$ cat src/hw/rtl/b2da_pkg.sv
// Shared types and constants for the binary to decimal ASCII unit.
// No dependencies; imported by the controller, the datapath and the top level.
package b2da_pkg;

  // Double dabble bits consumed per conversion cycle.
  localparam int unsigned BITS_PER_STEP = 4;
  localparam int unsigned DIGIT_W = 4;
  localparam int unsigned CHAR_W = 6;
  localparam logic [CHAR_W-1:0] ASCII_ZERO = 6'd48;

  // Commands from the controller to the datapath.
  typedef struct packed {
    logic load;
    logic step;
    logic shift;
  } b2da_cmd_t;

  // Status from the datapath to the controller.
  typedef struct packed {
    logic conv_last;
    logic top_zero;
    logic at_last;
  } b2da_stat_t;

endpackage

$ cat src/hw/rtl/binary_to_decimal_ascii_unit.sv
// Top level of the binary to decimal ASCII unit: controller plus datapath.
// Depends on b2da_pkg, b2da_ctrl and b2da_datapath.
//
//   channel   ports                          handshake
//   command   start, busy, value             beat taken when start && !busy
//   result    strobe, digit_char, last_digit one beat per cycle with strobe high
//
// After its beat a value occupies the unit for the double dabble conversion, four bits
// per step, then for a pass over every digit position of the widest value, leading
// zeros dropped and the rest sent most significant first.
// Reset is synchronous and returns the unit to idle; results cannot be stalled.
module binary_to_decimal_ascii_unit #(
  parameter int unsigned VALUE_BITS = 32
) (
  input  logic                        clk,
  input  logic                        rst,
  input  logic                        start,
  output logic                        busy,
  input  logic [VALUE_BITS-1:0]       value,
  output logic                        strobe,
  output logic [b2da_pkg::CHAR_W-1:0] digit_char,
  output logic                        last_digit
);
  import b2da_pkg::*;

  b2da_cmd_t  cmd;
  b2da_stat_t stat;

  b2da_ctrl u_ctrl (
    .clk        (clk),
    .rst        (rst),
    .start      (start),
    .stat       (stat),
    .cmd        (cmd),
    .busy       (busy),
    .strobe     (strobe),
    .last_digit (last_digit)
  );

  b2da_datapath #(
    .VALUE_BITS (VALUE_BITS)
  ) u_datapath (
    .clk        (clk),
    .rst        (rst),
    .value      (value),
    .cmd        (cmd),
    .stat       (stat),
    .digit_char (digit_char)
  );

endmodule

$ cat src/hw/rtl/b2da_datapath.sv
// Datapath of the binary to decimal ASCII unit: double dabble registers,
// conversion step counter and digit position counter. Depends on b2da_pkg.
module b2da_datapath #(
  parameter int unsigned VALUE_BITS = 32
) (
  input  logic                            clk,
  input  logic                            rst,
  input  logic [VALUE_BITS-1:0]           value,
  input  b2da_pkg::b2da_cmd_t             cmd,
  output b2da_pkg::b2da_stat_t            stat,
  output logic [b2da_pkg::CHAR_W-1:0]     digit_char
);
  import b2da_pkg::*;

  localparam int unsigned ITERS = (VALUE_BITS + BITS_PER_STEP - 1) / BITS_PER_STEP;
  localparam int unsigned PAD_BITS = ITERS * BITS_PER_STEP;
  // Digits of 2**VALUE_BITS - 1, using 1233/4096 as log10(2).
  localparam int unsigned MAX_DIGITS = (VALUE_BITS * 1233) / 4096 + 1;
  localparam int unsigned BCD_W = MAX_DIGITS * DIGIT_W;
  localparam int unsigned ITER_W = (ITERS > 1) ? $clog2(ITERS) : 1;
  localparam int unsigned POS_W = (MAX_DIGITS > 1) ? $clog2(MAX_DIGITS) : 1;

  logic [PAD_BITS-1:0] bin;
  logic [BCD_W-1:0]    bcd;
  logic [ITER_W-1:0]   iter_cnt;
  logic [POS_W-1:0]    pos;
  logic [PAD_BITS-1:0] bin_next;
  logic [BCD_W-1:0]    bcd_next;
  logic [DIGIT_W-1:0]  top_digit;

  // Four add-3-then-shift steps per cycle; the digit adjusts run in parallel.
  always_comb begin
    logic [PAD_BITS-1:0] work_bin;
    logic [BCD_W-1:0]    work_bcd;
    work_bin = bin;
    work_bcd = bcd;
    for (int s = 0; s < BITS_PER_STEP; s++) begin
      for (int d = 0; d < MAX_DIGITS; d++) begin
        if (work_bcd[d*DIGIT_W +: DIGIT_W] >= DIGIT_W'(5)) begin
          work_bcd[d*DIGIT_W +: DIGIT_W] = work_bcd[d*DIGIT_W +: DIGIT_W] + DIGIT_W'(3);
        end
      end
      work_bcd = {work_bcd[BCD_W-2:0], work_bin[PAD_BITS-1]};
      work_bin = {work_bin[PAD_BITS-2:0], 1'b0};
    end
    bin_next = work_bin;
    bcd_next = work_bcd;
  end

  always_ff @(posedge clk) begin
    if (rst) begin
      bin      <= '0;
      bcd      <= '0;
      iter_cnt <= '0;
      pos      <= '0;
    end else if (cmd.load) begin
      bin      <= PAD_BITS'(value);
      bcd      <= '0;
      iter_cnt <= '0;
      pos      <= POS_W'(MAX_DIGITS - 1);
    end else if (cmd.step) begin
      bin      <= bin_next;
      bcd      <= bcd_next;
      iter_cnt <= iter_cnt + 1'b1;
    end else if (cmd.shift) begin
      bcd <= {bcd[BCD_W-DIGIT_W-1:0], {DIGIT_W{1'b0}}};
      pos <= pos - 1'b1;
    end
  end

  assign top_digit      = bcd[BCD_W-1 -: DIGIT_W];
  assign stat.conv_last = (iter_cnt == ITER_W'(ITERS - 1));
  assign stat.top_zero  = (top_digit == '0);
  assign stat.at_last   = (pos == '0);
  assign digit_char     = ASCII_ZERO + CHAR_W'(top_digit);

endmodule

$ cat src/hw/rtl/b2da_ctrl.sv
// Controller of the binary to decimal ASCII unit: sequences load, conversion,
// leading zero skip and digit emission. Depends on b2da_pkg.
module b2da_ctrl (
  input  logic                 clk,
  input  logic                 rst,
  input  logic                 start,
  input  b2da_pkg::b2da_stat_t stat,
  output b2da_pkg::b2da_cmd_t  cmd,
  output logic                 busy,
  output logic                 strobe,
  output logic                 last_digit
);
  import b2da_pkg::*;

  typedef enum logic [3:0] {
    ST_IDLE = 4'b0001,
    ST_CONV = 4'b0010,
    ST_SKIP = 4'b0100,
    ST_EMIT = 4'b1000
  } state_t;

  state_t state;
  state_t state_next;

  always_ff @(posedge clk) begin
    if (rst) begin
      state <= ST_IDLE;
    end else begin
      state <= state_next;
    end
  end

  always_comb begin
    state_next = state;
    cmd        = '0;
    strobe     = 1'b0;
    unique case (state)
      ST_IDLE: begin
        if (start) begin
          cmd.load   = 1'b1;
          state_next = ST_CONV;
        end
      end
      ST_CONV: begin
        cmd.step = 1'b1;
        if (stat.conv_last) begin
          state_next = ST_SKIP;
        end
      end
      ST_SKIP: begin
        // Leading zeros are shifted out silently; the units digit always goes out.
        cmd.shift = 1'b1;
        if (!stat.top_zero || stat.at_last) begin
          strobe     = 1'b1;
          state_next = stat.at_last ? ST_IDLE : ST_EMIT;
        end
      end
      ST_EMIT: begin
        cmd.shift = 1'b1;
        strobe    = 1'b1;
        if (stat.at_last) begin
          state_next = ST_IDLE;
        end
      end
      default: begin
        state_next = ST_IDLE;
      end
    endcase
  end

  assign busy       = (state != ST_IDLE);
  assign last_digit = stat.at_last;

endmodule

$ cat config.mk
export PLATFORM = sky130hd
export DESIGN_NAME = binary_to_decimal_ascii_unit
export DESIGN_NICKNAME = d
export VERILOG_FILES = /design/src/hw/rtl/b2da_pkg.sv /design/src/hw/rtl/binary_to_decimal_ascii_unit.sv /design/src/hw/rtl/b2da_datapath.sv /design/src/hw/rtl/b2da_ctrl.sv
export SDC_FILE = /design/constraint.sdc
export NUM_CORES = 1
export LEC_CHECK = 0
export ABC_AREA = 1
export ABC_CLOCK_PERIOD_IN_PS = 6750
export BUFFER_PORTS_ARGS = -buffer_cell sky130_fd_sc_hd__buf_2
export CAP_MARGIN = 20
export CORE_MARGIN = 8
export CORE_UTILIZATION = 30
export DETAILED_ROUTE_END_ITERATION = 10
export PLACE_DENSITY_LB_ADDON = 0.08
export SETUP_SLACK_MARGIN = 0.1
export SYNTH_ARGS = -nofsm -noshare
export SYNTH_HDL_FRONTEND = slang
export SYNTH_SLANG_ARGS = --single-unit
$ cat constraint.sdc
create_clock -name clk -period 6.75 [get_ports clk]
set_clock_uncertainty 0.1 [all_clocks]
set_input_delay 1.35 -clock clk [delete_from_list [all_inputs] [get_ports clk]]
set_output_delay 1.35 -clock clk [all_outputs]
set_load 0.1 [all_outputs]
==> results of run 1 <==
[sequential cells by signal, summed over array words and instances (netlist names)]
signal	cells
u_datapath.bin	32
u_ctrl.state	4
u_datapath.bcd	40
u_datapath.iter_cnt	3
u_datapath.pos	4
[synthesized netlist by cell type, types with 6 or more instances]
cell	count
nand2_1	397
inv_1	152
nand3_1	106
dfxtp_1	83
a21oi_1	47
nand2_2	47
ha_1	42
a22oi_1	34
a31oi_1	31
nand4_1	26
clkbuf_1	22
nand3_2	19
nor2_1	19
o21ai_0	15
xor2_1	13
o21ai_1	11
o21ai_2	11
o211ai_1	9
a21oi_2	7
and2_1	6
buf_4	6
nand3b_1	6
o21bai_1	6
[power groups by stage]
stage / Combinational (mW) / Sequential (mW) / Clock, mW
floorplan: 0.477 / 0.639 / 0
global placement: 0.609 / 0.654 / 0
detailed placement: 0.609 / 0.653 / 0
CTS: 0.610 / 0.645 / 0.526
global route: 0.678 / 0.655 / 0.545
finish: 0.597 / 0.644 / 0.508
[layer usage]
| layer | part of all wire (%) | up-vias | wire [um] |
|---|---|---|---|
| met5 | 0.045 | - | 8 |
| met1 | 53 | 3104 | 9460 |
| met4 | 0.48 | 2 | 86 |
| li1 | - | 3854 | - |
| met3 | 3.1 | 9 | 563 |
| met2 | 44 | 66 | 7830 |
[final cells by class]
type	instances	area share, %
Multi-Input combinational cell	883	60.4
Tap cell	324	5.01
Inverter	160	7.42
Sequential cell	83	20.5
Clock buffer	13	3.22
Timing Repair Buffer	44	2.81
Clock inverter	3	0.572
[worst max-delay path, cell delays in order (launching register included)]
cell      delay, ns
dfxtp_1        0.38
inv_1          0.11
ha_1           0.25
a21oi_2        0.19
xor2_1         0.26
nand2_1        0.13
o21ai_1        0.17
nand2_1        0.14
xor2_1         0.27
ha_1           0.19
inv_1          0.05
o211ai_1       0.23
nand2_1        0.10
nand2_1        0.07
nand2_1        0.08
ha_1           0.22
nand2_1        0.07
nand3_1        0.12
nand2_1        0.11
nand2_1        0.06
nand3_1        0.06
a21oi_1        0.07
[cells by family (layout without fill, tap and decap cells)]
group,after synthesis,after routing
compound gates,183,183
simple gates,639,639
xor+xnor,17,17
fa+ha+maj,42,42
flops,83,83
buf+inv,195,220
other cells,1,2
[final timing paths]
path	depth (start not counted)	endpoint	from	slack (ns)
worst max-delay path	21	u_datapath.bcd[37]	u_datapath.bcd[36]	3.17
worst min-delay path	2	u_datapath.bin[1]	u_datapath.bin[1]	0.37
worst max register to register	21	u_datapath.bcd[37]	u_datapath.bcd[36]	3.17
worst min register to register	2	u_datapath.bin[1]	u_datapath.bin[1]	0.37
==> metrics.txt, run 1 <==
commonest cells after routing, fill and taps aside nand2_1 (396), inv_1 (152), nand3_1 (106); layer with the highest usage met2; status complete, no violations; drt drc 0; register area share after synthesis 22.7%; Synth Area in Compound Gates 16.2%; min Tclk post-route 3.58 ns; 1st-pass router iterations 5; Hold Fails Final Rpt 0; DIE WIDTH 172 um; CTS tree built; pre-CTS WS 3.16 ns; Post-Place Cell Area 7790 um^2; Mapped Avg Cell Area 6.30 um^2; WL/cell 11.9 um; die area 29600 um^2; Slew Limit Fails 0; DP HPWL 13400 um; simple-gate share of the synthesized area 40.5%; core area 24100 um^2; VDD IR max 150 uV; sequential group share of total power 36.9%; Async SR Flop Fraction 0%; Clk pwr share 29.0%; vias in the first global route 6766; final instance area 8090 um^2; Setup Viol. Count Final 0; Critical Path AT 3.66 ns; xor and xnor area share after synthesis 2.76%; IO Pins 44; switching power 0.706 mW; CP Capture Type register; # rows 57; fin worst setup slack 3.17 ns; CTS clock-pin slew for the worst setup and hold paths 0.06 ns; Area contributors post-synth dfxtp_1 (23%), nand2_1 (20%), inv_1 (7.8%); Fmax 279 MHz; Hold WC Path Type register to register; combinational share of power 34.1%; CTS max path bufs 2; commonest non-fill, non-tap cell in the layout nand2_1; via count 7035; total power 1.75 mW; CTS root buf clkbuf_16; NumNets Final 1258; number of post-CTS setup repair buffers 0; RSZ-0062 raised after global routing false; worst skew pair latency 0.34 ns; Worst-Margin Slew 1.03 ns; first-pass GRT wire length 31100 um; Area Overhead vs Synth 10.8%; M1 GR Usage 16.7%; main flop type after synthesis dfxtp_1; Post-Layout Cell Count 1510; worst rel slew slack 31.4%; crit start category register; area share of the largest cell type after synthesis 22.7%; M3 GR Usage 2.58%; Syn Inst Count 1160; Synth Register Bits 83; cell taking the most area after synthesis dfxtp_1; Final Util 33.6%; TritonCTS Buffers 9; Die H 172 um; post-route ant nets 0; Power per Cell Area 216 nW/um^2; adder-cell share of the synthesized area 7.19%; Setup Total Neg Slack 0 ns; layout cells sized above 1 14.0%; max-cap violation count 0; netlist area before placement 7310 um^2; Reg area 1660 um^2; WL final 18000 um; multi-input logic area 4890 um^2; placed cells 1494; GRT Util Overall 12.6%; Syn. warnings 0; Vias/cell 4.66; GP Congestion 0.787; starting DRC count in detailed routing 364; CTS Hold Bufs 0; cell-internal power 1.04 mW; Setup CP Type register to register; Post-synth EDFFs 0; largest net degree at the start of global routing 70; clock sinks 83; # diodes 0; PostCTS Resize Cnt 0; switching share of power 40.4%; leakage power figure 4.17 nW; Req. time, crit path 6.83 ns; mux cell area share after synthesis 0%; initial antenna violation count 1; IO Port Bufs 41; Netlist cell types 46; Fillers 2741; largest family of logic cells by synthesized area simple AND/OR/NAND/NOR gates; final hold slack 0.366 ns; H-tree levels 3; met2 Resource Use GR 20.7%; global route overflow 0; Crit Path Max Fanout 4; period utilization 53.0%; Initial Util 30.3%
No activity file was read; power rests on OpenSTA's default activity.
==> inputs of run 2 (changes only) <==
ABC_AREA = 0   (was 1)
ABC_CLOCK_PERIOD_IN_PS = 3500   (was 6750)
clock period = 3.5 ns   (was 6.75 ns; I/O delays follow)
==> metrics.txt, run 2 <==
clock sinks 83 (unchanged); most frequent CP cell ha_2; Setup Viol. Count Final 0 (unchanged); Hold Fails Final Rpt 0 (unchanged); main flop type after synthesis dfxtp_1; IO Port Bufs 41 (unchanged); register area share after synthesis 20.4% (-2.4 points); top flop regs u_datapath.bcd x40, u_datapath.bin x32; GRT Util Overall 14.0% (+1.3 points); crit start category register; Hold WC Path Type register to register; Hold Path Origin u_datapath.iter_cnt[2]; R2R Path Start u_datapath.bcd[32]; Synth Register Bits 83 (unchanged); Syn Inst Count 1070 (-7.8%); Critical Path AT 3.62 ns (-0.04 ns); status complete, no violations; Worst-Margin Slew 0.852 ns (-0.173 ns); 1st-pass router iterations 5 (unchanged); netlist area before placement 8160 um^2 (+12%); via count 8100 (+15%); GP Congestion 0.806 (+2.4%); top post-synthesis cells by count nand2_1 (129), nor2_1 (96), dfxtp_1 (83); Post-Layout Cell Count 1520 (+0.66%); Clk pwr share 40.6% (+12 points); CTS tree built; commonest cells after routing, fill and taps aside nand2_1 (125), buf_4 (119), nor2_1 (93); final hold slack 0.361 ns (-0.00564 ns); Mapped Avg Cell Area 7.63 um^2 (+21%); H-tree levels 3 (unchanged); pre-CTS WS -0.0971 ns (-3.26 ns); min Tclk post-route 3.46 ns (-0.124 ns); total power 2.32 mW (+33%); post-route ant nets 0 (unchanged); DIE WIDTH 181 um (+5.2%); Post-synth EDFFs 0 (unchanged); global route overflow 0 (unchanged); worst skew pair latency 0.34 ns (about the same); count leader, synth nand2_1; layout cells sized above 1 30.5% (+17 points); largest net degree at the start of global routing 62 (-11%); commonest non-fill, non-tap cell in the layout nand2_1; switching power 0.721 mW (+2.1%); starting DRC count in detailed routing 442 (+21%); Crit path largest cell delay 0.37 ns (about the same); NumNets Final 1251 (-0.56%); WL final 23600 um (+31%); switching share of power 31.1% (-9.3 points); VDD IR max 245 uV (+63%); # rows 60 (+5.3%); CTS clock-pin slew for the worst setup and hold paths 0.06 ns (about the same); CP top delay family simple AND/OR/NAND/NOR gates; TritonCTS Buffers 9 (unchanged); IO Pins 44 (unchanged); Area contributors post-synth dfxtp_1 (20%), ha_1 (6.4%), nand2_1 (5.9%); Netlist cell types 98 (+110%); Setup CP Type register to register; vias in the first global route 7721 (+14%); combinational share of power 14.4% (-20 points); sequential group share of total power 45.0% (+8.1 points); placed cells 1491 (-0.20%); fin worst setup slack 0.0441 ns (-3.13 ns); cell taking the most area after synthesis dfxtp_1; CTS root buf clkbuf_16; area share of the largest cell type after synthesis 20.4% (-2.4 points); Vias/cell 5.33 (+14%); Async SR Flop Fraction 0% (unchanged); Req. time, crit path 3.67 ns (-3.16 ns); Crit Path Max Fanout 5 (+1); core area 26900 um^2 (+11%); first-pass GRT wire length 39000 um (+25%); Slowest cell on crit path dfxtp_4; cell-internal power 1.60 mW (+53%); Initial Util 30.4% (+0.065 points); # diodes 0 (unchanged); crit path from u_datapath.bcd[32]; WL/cell 15.5 um (+30%); Syn. warnings 0 (unchanged); DP HPWL 17200 um (+28%); Crit path buffers/inverters 3 (+1); leakage power figure 3.72 nW (-11%); max FFs per register 40 (unchanged); Fmax 289 MHz (+3.6%); worst rel slew slack 43.1% (+12 points); Slew Limit Fails 0 (unchanged); Largest Register u_datapath.bcd; max-cap violation count 0 (unchanged); RSZ-0062 raised after global routing true; Area Overhead vs Synth 23.6%; Die H 181 um (+5.2%); CP Capture Type register; Power per Cell Area 230 nW/um^2 (+6.3%); drt drc 0 (unchanged); CTS max path bufs 2 (unchanged); die area 32700 um^2 (+11%); critical path cell sequence inv_1, ha_2, nor2b_4, nor3_4, a21oi_2, inv_1, ha_2, inv_1, a21o_1, a21oi_2, a31oi_4, ha_2, nand2b_4, a311oi_4, xor2_2, ha_2, nor2b_4, o21ai_4, or3_1, o211ai_1; initial antenna violation count 0 (-1); period utilization 98.7% (+46 points)
-- run 2: cell families (layout without fill, tap and decap cells) --
group                    Yosys count  count (layout)  share of synthesized area [%]
AND/OR/NAND/NOR                  344             344                           19.8
flip-flops                        83              83                           20.4
XOR/XNOR                          43              43                           6.04
AO/OA/AOI/OAI                    394             394                           35.0
adder cells (fa/ha/maj)           43              43                           6.57
buffers and inverters            123             231                           6.56
multiplexers                      39              39                           5.72
other                              1               2                         0.0459
-- run 2: final timing paths --
kind                             to  slack [ns]  cells past startpoint
max              u_datapath.bcd[38]        0.04                     20
min          u_datapath.iter_cnt[2]        0.36                      2
max reg2reg      u_datapath.bcd[38]        0.04                     20
min reg2reg  u_datapath.iter_cnt[2]        0.36                      2
-- run 2: power groups by stage --
stage	clock [mW]	combinational (mW)	sequential, mW
after floorplan	0	0.270	1.03
after global placement	0	0.335	1.07
after detailed placement	0	0.336	1.06
after CTS	0.981	0.338	1.04
after global routing	1.01	0.374	1.05
final	0.942	0.335	1.04
-- run 2: area by class of cell --
type	instances	area, um^2
Multi-Input combinational cell	865	6400
Tap cell	341	427
Fill cell	2871	16800
Clock buffer	9	225
Clock inverter	7	57.6
Inverter	55	206
Sequential cell	83	1680
Timing Repair Buffer	160	1100
-- run 2: per-stage QoR --
step,utilization (%),instance area [um^2],TNS (ns)
floorplan,-,8230,0
global placement,34.8,9350,-0.0847
detailed placement,34.8,9350,-0.107
CTS,36.1,9700,-0.121
global route,37.5,10100,-0.394
finish,37.5,10100,0
-- run 2: routing by layer --
| metal | global-route usage (%) | vias to the layer above | part of all wire, % |
|---|---|---|---|
| met5 | 0 | - | 0 |
| met1 | 18.6 | 3857 | 49 |
| li1 | - | 4149 | - |
| met3 | 1.66 | 20 | 1.7 |
| met4 | 3.21 | 0 | 1.2 |
| met2 | 23.8 | 74 | 48 |
-- run 2: repair_timing --
item                       in CTS  in global routing
pin swaps                      14                 29
setup endpoints to repair       4                 33
buffers inserted                3                 10
hold buffers                    0                  0
resized for setup              13                 72
-- run 2: worst register-to-register path, stage by stage (launching register included) --
cell,delay [ns]
dfxtp_4,0.37
inv_1,0.05
ha_2,0.16
nor2b_4,0.13
nor3_4,0.13
a21oi_2,0.06
inv_1,0.11
ha_2,0.18
inv_1,0.04
a21o_1,0.15
a21oi_2,0.17
a31oi_4,0.06
ha_2,0.21
nand2b_4,0.14
a311oi_4,0.28
xor2_2,0.23
ha_2,0.21
nor2b_4,0.16
o21ai_4,0.08
or3_1,0.31
o211ai_1,0.08
